File: src/design/mat4_vector_transform_defines.svh
// ----------------------------------------------------------------------------
// mat4_vector_transform_defines
// Assertion macros used by the vertex transform RTL.
// ----------------------------------------------------------------------------
`ifndef MAT4_VECTOR_TRANSFORM_DEFINES_SVH
`define MAT4_VECTOR_TRANSFORM_DEFINES_SVH

// same-cycle implication, checked out of reset
`define M4VT_ASSERT_NOW(lbl, clk, rst_n, ante, cons, msg) \
  lbl: assert property (@(posedge clk) disable iff (!rst_n) (ante) |-> (cons)) \
    else $error(msg);

// next-cycle implication, checked out of reset
`define M4VT_ASSERT_NEXT(lbl, clk, rst_n, ante, cons, msg) \
  lbl: assert property (@(posedge clk) disable iff (!rst_n) (ante) |=> (cons)) \
    else $error(msg);

`endif

File: src/design/m4vt_pkg.sv
// ----------------------------------------------------------------------------
// m4vt_pkg
// Shared constants and types of the 4x4 matrix vector transform.
// ----------------------------------------------------------------------------
package m4vt_pkg;

  localparam int unsigned ELEM_WIDTH_DEF = 16;
  localparam int unsigned FRAC_BITS_DEF  = 8;
  localparam int unsigned REG_WIDTH      = 64;
  localparam int unsigned NUM_ROWS       = 4;
  localparam int unsigned CFG_IDX_W      = 3;

  localparam logic [CFG_IDX_W-1:0] REG_ROW_ZERO  = 3'd0;
  localparam logic [CFG_IDX_W-1:0] REG_ROW_ONE   = 3'd1;
  localparam logic [CFG_IDX_W-1:0] REG_ROW_TWO   = 3'd2;
  localparam logic [CFG_IDX_W-1:0] REG_ROW_THREE = 3'd3;

  // load enables of the three pipeline stages
  typedef struct packed {
    logic ld_mul;
    logic ld_sum;
    logic ld_out;
  } m4vt_stage_en_t;

endpackage

File: src/design/m4vt_dot_lane.sv
// ----------------------------------------------------------------------------
// m4vt_dot_lane
// One matrix row dotted with the vector: multiply, sum, and a combined round
// and saturate, each in a register stage of its own.
// ----------------------------------------------------------------------------
module m4vt_dot_lane
  import m4vt_pkg::*;
#(
  parameter int unsigned ELEM_WIDTH = ELEM_WIDTH_DEF,
  parameter int unsigned FRAC_BITS  = FRAC_BITS_DEF
) (
  input  logic                                clk_i,
  input  m4vt_stage_en_t                      en_i,
  input  logic [REG_WIDTH-1:0]                row_i,
  input  logic [NUM_ROWS-1:0][ELEM_WIDTH-1:0] vec_i,
  input  logic                                use_w_i,
  input  logic                                lane_on_i,
  output logic signed [ELEM_WIDTH-1:0]        res_o,
  output logic                                sat_o
);

  localparam int unsigned PW  = 2 * ELEM_WIDTH;
  localparam int unsigned SW  = PW + 2;
  localparam int unsigned EXT = (NUM_ROWS * ELEM_WIDTH > REG_WIDTH) ?
                                NUM_ROWS * ELEM_WIDTH : REG_WIDTH;

  localparam logic [SW-1:0] HALF = (SW'(1) << FRAC_BITS) >> 1;
  localparam logic signed [SW-1:0] MAXV = {{(SW-ELEM_WIDTH+1){1'b0}}, {(ELEM_WIDTH-1){1'b1}}};
  localparam logic signed [SW-1:0] MINV = {{(SW-ELEM_WIDTH+1){1'b1}}, {(ELEM_WIDTH-1){1'b0}}};

  logic [EXT-1:0]          row_ext;
  logic signed [PW-1:0]    prod_d [NUM_ROWS];
  logic signed [PW-1:0]    prod_q [NUM_ROWS];
  logic signed [SW-1:0]    sum_d;
  logic signed [SW-1:0]    sum_q;
  logic signed [SW-1:0]    rnd;
  logic signed [SW-1:0]    shf;
  logic signed [ELEM_WIDTH-1:0] res_d;
  logic                    sat_d;
  logic signed [ELEM_WIDTH-1:0] res_q;
  logic                    sat_q;

  // element bits beyond the register read as zero
  assign row_ext = EXT'(row_i);

  always_comb begin
    for (int k = 0; k < NUM_ROWS; k++) begin
      if (lane_on_i && (k < NUM_ROWS - 1 || use_w_i)) begin
        prod_d[k] = $signed(row_ext[ELEM_WIDTH*k +: ELEM_WIDTH]) * $signed(vec_i[k]);
      end else begin
        prod_d[k] = '0;
      end
    end
  end

  always_ff @(posedge clk_i) begin
    if (en_i.ld_mul) begin
      for (int k = 0; k < NUM_ROWS; k++) begin
        prod_q[k] <= prod_d[k];
      end
    end
  end

  always_comb begin
    sum_d = '0;
    for (int k = 0; k < NUM_ROWS; k++) begin
      sum_d = sum_d + SW'(prod_q[k]);
    end
  end

  always_ff @(posedge clk_i) begin
    if (en_i.ld_sum) begin
      sum_q <= sum_d;
    end
  end

  // round half up, then clamp
  always_comb begin
    rnd   = sum_q + $signed(HALF);
    shf   = rnd >>> FRAC_BITS;
    sat_d = 1'b0;
    if (shf > MAXV) begin
      res_d = MAXV[ELEM_WIDTH-1:0];
      sat_d = 1'b1;
    end else if (shf < MINV) begin
      res_d = MINV[ELEM_WIDTH-1:0];
      sat_d = 1'b1;
    end else begin
      res_d = shf[ELEM_WIDTH-1:0];
    end
  end

  always_ff @(posedge clk_i) begin
    if (en_i.ld_out) begin
      res_q <= res_d;
      sat_q <= sat_d;
    end
  end

  assign res_o = res_q;
  assign sat_o = sat_q;

endmodule

File: config.mk
export PLATFORM = sky130hd
export DESIGN_NAME = m4vt_dot_lane
export DESIGN_NICKNAME = d
export VERILOG_FILES = /design/src/design/mat4_vector_transform_defines.svh /design/src/design/m4vt_pkg.sv /design/src/design/m4vt_dot_lane.sv
export SDC_FILE = /design/constraint.sdc
export NUM_CORES = 2
export LEC_CHECK = 0
export BUFFER_PORTS_ARGS = -buffer_cell sky130_fd_sc_hd__buf_2
export CORE_MARGIN = 2
export CORE_UTILIZATION = 65
export CTS_CLUSTER_SIZE = 25
export DETAILED_ROUTE_END_ITERATION = 8
export GPL_TIMING_DRIVEN = 0
export PLACE_DENSITY = 0.92
export SETUP_SLACK_MARGIN = 0.05
export SYNTH_ARGS = -nofsm -noshare
export SYNTH_HDL_FRONTEND = slang
export SYNTH_SLANG_ARGS = --single-unit
File: constraint.sdc
create_clock -name clk_i -period 7.85 [get_ports clk_i]
set_input_delay 0.785 -clock clk_i [delete_from_list [all_inputs] [get_ports clk_i]]
set_output_delay 0.785 -clock clk_i [all_outputs]
set_load 0.05 [all_outputs]
Yosys cells after proc, flatten, opt, wreduce, memory -nomap -nowiden:

Memory sizes are Yosys's and may differ from the RTL's.
Index checks and enable logic that the tools add are counted.

* output and inout port bits: 17
* input bits: 134
* word-level logic and storage cells: 23
* memories: 1
* flip-flop bits (word level): 51
* memory bits (writable): 128

Memory list
* prod_q: depth 4, width 32, rd ports 4, clocked after memory_dff 0, wr ports 4, line m4vt_dot_lane.sv:33 `logic signed [PW-1:0] prod_q [NUM_ROWS];`

* $add $sub $neg: 4
* multipliers: 4
* mux-type cells: 8
* reduce and logical (&&, ||, !) cells: 1
* $lt $le $gt $ge: 2

Operator list (number)
* $mul 16x16->32: 4
* $mux 32: 4
* $add 33x32->34: 1
* $add 34x32->34: 1
* $add 34x9->34 const B: 1
* $add 32x32->33: 1
* $gt 26x16->1 const B: 1
* $lt 26x16->1 const B: 1
* $mux 16: 1
* $mux 1: 3
* $logic_and 1x1->1: 1

Longest topological paths before layout:

* word-level depth: 3
* depth in mapped cells: 23
* mapped depth without buffers: 22

Worst setup path after synthesis:

Ideal clock, no wire load.

* kind: input -> register
* start point: in row_i[31]
* end point: mem prod_q[1][28] (netlist bit), data pin
* required time: 7.584 ns
* slack: 1.059 ns
* arrival: 6.525 ns
* buffers on the path: 1
* library setup time: 0.266 ns
* cell stages on the path: 21
* path through: clkbuf_1 > nand2_1 > inv_1 > fa_1 > fa_1 > fa_1 > fa_1 > fa_1 > inv_1 > fa_1 > inv_1 > ha_1 > a21o_1 > a21o_1 > a21o_1 > a2111oi_0 > a211oi_1 > or3_1 > a21oi_1 > xor2_1 > nor2_1

RTL lines
* start: declaration: line m4vt_dot_lane.sv:14 `input logic [REG_WIDTH-1:0] row_i,`
* end: declaration: line m4vt_dot_lane.sv:33

==> qor.txt <==
TritonCTS Buffers -> 17
Peak Freq -> 0.132 GHz
drt initial violations -> 3055
GPL Wtd Cong -> 1.03
HP Start -> sum_q[15]
vias in the first global route -> 39665
flops & latches, synth -> 172
Final Hold Vio Count -> 0
Rows -> 99
Die ar. -> 76000 um^2
final setup fails -> 0
Crit path top cell by count -> fa_1
Worst EP arrival -> 7.74 ns
post-synthesis area per instance -> 9.75 um^2
Cell variety after synth -> 72
RSZ-0062 raised after global routing -> false
hpwl dp -> 106000 um
Post-Synthesis Net Count -> 6531
area added between synthesis and finish -> 5.35%
failing checks -> design-rule violations
overall routing resource usage -> 35.0%
Worst Hold Path EP -> res_o[7]
Die Span Y -> 276 um
initial antenna violation count -> 10
1st-pass router iterations -> 9
WP data required -> 8.01 ns
CP cell instances -> buf_2, clkbuf_1, nand2_1, fa_1, fa_1, fa_1, inv_1, fa_1, fa_1, inv_1, fa_1, inv_1, ha_1, nand4_1, or2_2, a211oi_1, o31a_1, a41oi_1, o21ai_0, a41o_1, xnor2_1, nor2_1
number of synthesis warnings -> 0
CTS tree -> yes
Rel. slew slack -> 29.7%
Cells after Synth -> 4925
Worst setup SP type -> input pin
Post-Syn Area -> 48000 um^2
crit path time final -> 7.58 ns
vias -> 35808
largest net degree at the start of global routing -> 79
Slowest Stage Delay on Critical Path -> 0.57 ns
most used flip-flop cell after synthesis -> edfxtp_1
total congestion overflow -> 0
worst r2r src -> prod_q[1][2]
status -> finished, violations left
Remaining DRCs -> 14
number of synthesized flops with an enable pin -> 172
Num Clock Sinks -> 172
clk buf depth -> 2
Crit Path Category -> in -> reg
final net count -> 6690
clk root buf -> clkbuf_16
CTS clk-pin slew, worst paths -> 0.07 ns
period utilization -> 96.6%
worst-path maximum fanout -> 10
Final Max Slew Viols -> 0
clock latency on the worst-skew pair -> 0.44 ns
endpoint of the worst register-to-register path -> sum_q[33]
Layout Cells excl Fill -> 6057
port bufs -> 150
Hold Crit Depth -> 2
Hold WC Path Type -> reg -> reg
CP max-delay cell -> a211oi_1
routed vias/inst -> 5.91
clk_skew -> 0.0113 ns
R2R cell count -> 12
post-synthesis sequential area ratio -> 10.8%
drt wl/cell -> 20.8 um
Final ANT Viol Nets -> 0
FF-to-FF setup slack -> 3.05 ns
Ports -> 151
H-tree Lvls -> 4
MaxCap Viol Count -> 0
Synth async-reset ratio -> 0%
Core Area -> 73100 um^2
global-route wire length before repair -> 203000 um
Least-Margin Pin Slew -> 1.05 ns
WL final -> 126000 um
Worst setup EP type -> flip-flop
Die Width -> 276 um
Initial Util -> 65.7%
Placed Cells -> 6035
share of cells above drive strength 1 -> 4.36%
[metal layers]
metal  GRT usage [%]  up-vias  wire length (um)
met5               0        -                96
met4            21.6       14              9100
met3            8.02      657             12100
met2            58.7     2134             62100
met1            41.2    17935             42700
li1                -    15068                 -
[registers in the layout, indices dropped and copies added (netlist names)]
register  cells
sat_o         1
res_o        16
sum_q        27
prod_q      128
[worst max-delay path: cells and delay by family]
kind | cells | cell delay, ns
adder cells (fa/ha/maj) | 7 | 3.53
AO/OA/AOI/OAI | 5 | 1.77
buffers and inverters | 5 | 0.83
AND/OR/NAND/NOR | 4 | 0.69
XOR/XNOR | 1 | 0.14
[layout by cell type, fill, tap and decap left out, types with 16 or more instances in the layout]
cell type,synthesis,final
edfxtp_1,172,172
xor2_1,63,63
clkbuf_16,0,17
inv_1,1166,1166
buf_2,1,150
nand3_1,28,28
nand2b_1,35,35
nor3_1,19,19
o21ai_0,52,52
and2_1,519,519
a21o_1,58,58
fa_1,1112,1112
and3_1,20,20
ha_1,360,360
nand2_1,531,531
nor2_1,198,198
a211oi_1,16,16
a21oi_1,100,100
xnor2_1,110,110
clkbuf_1,141,121
o21a_1,25,25
[synth_stat cells (all sizes together) (3+ instances only)]
| library cell | count | area, um^2 |
|---|---|---|
| a2111oi | 8 | 83.8 |
| a211o | 7 | 61.3 |
| a211oi | 16 | 120 |
| a21boi | 3 | 22.5 |
| a21o | 58 | 435 |
| a21oi | 100 | 500 |
| a31o | 6 | 52.6 |
| a31oi | 12 | 75.1 |
| a41o | 3 | 30.0 |
| a41oi | 6 | 52.6 |
| and2 | 520 | 3250 |
| and3 | 21 | 133 |
| and4 | 6 | 55.1 |
| buf | 6 | 35.0 |
| clkbuf | 141 | 529 |
| edfxtp | 172 | 5160 |
| fa | 1112 | 22300 |
| ha | 360 | 4500 |
| inv | 1166 | 4380 |
| mux2i | 5 | 50.1 |
| nand2 | 532 | 2000 |
| nand2b | 35 | 219 |
| nand3 | 28 | 140 |
| nand3b | 3 | 22.5 |
| nand4 | 16 | 115 |
| nor2 | 198 | 743 |
| nor2b | 8 | 50.1 |
| nor3 | 20 | 111 |
| nor3b | 9 | 67.6 |
| nor4 | 5 | 37.5 |
| nor4b | 4 | 35.0 |
| o211a | 4 | 40.0 |
| o211ai | 5 | 37.5 |
| o21a | 25 | 188 |
| o21ai | 63 | 327 |
| o21bai | 14 | 105 |
| o311ai | 5 | 43.8 |
| o31ai | 5 | 37.5 |
| o41ai | 3 | 33.8 |
| or2 | 8 | 50.1 |
| or3 | 12 | 75.1 |
| xnor2 | 110 | 963 |
| xor2 | 63 | 552 |
[how the worst max path moves through the flow]
| stage | startpoint | to | slack, ns | depth (start not counted) |
|---|---|---|---|---|
| after floorplan | row_i[31] | prod_q[1][28] | 1.06 | 21 |
| after global placement | vec_i[36] | prod_q[2][31] | -0.28 | 21 |
| after detailed placement | row_i[47] | prod_q[2][31] | -0.42 | 21 |
| after CTS | row_i[38] | prod_q[2][29] | 0.19 | 24 |
| after global routing | row_i[41] | prod_q[2][29] | 0.05 | 22 |
| final | row_i[13] | prod_q[0][27] | 0.27 | 22 |
[layout make-up]
type | instances | area [um^2]
inverters | 1166 | 4380
clock inverters | 15 | 176
repair buffers | 151 | 785
clock buffers | 17 | 425
fillers | 5091 | 22500
multi-input cells | 3440 | 37900
well taps | 959 | 1200
flip-flops and latches | 172 | 5160
plain buffers | 136 | 534
diodes | 1 | 2.50
[through the flow]
step | instance area (um^2) | hold WS, ns | worst slack (ns) | utilization, % | TNS [ns]
floorplan | 48000 | 0.595 | 1.06 | - | 0
global placement | 50000 | 0.615 | -0.281 | 68.4 | -0.424
detailed placement | 50000 | 0.635 | -0.421 | 68.4 | -0.820
CTS | 50600 | 0.653 | 0.189 | 69.2 | 0
global route | 50600 | 0.690 | 0.0477 | 69.2 | 0
finish | 50600 | 0.655 | 0.270 | 69.2 | 0
[logic make-up (layout without fill, tap and decap cells)]
group                      Yosys count  count (layout)  synth area share (%)
AOI/OAI and AO/OA                  359             359                  4.99
xor gates and xnor gates           173             173                  3.16
adders and majority gates         1472            1472                  55.8
buffers and inverters             1313            1485                  10.3
DFF                                172             172                  10.8
muxes                                5               5                 0.104
other                                0               1                     0
and+or+nand+nor                   1431            1431                  14.9
[timing repair]
item | 4_1_cts | 5_1_grt
pin swaps | 0 | 0
hold buffers | 0 | 0
gates resized for setup | 1 | 19
setup endpoints to repair | 1 | 5
setup buffers | 0 | 0
Power is left out: the tool's default activity adds up to more than one toggle a clock period on the data nets, which glitch-free logic cannot reach.
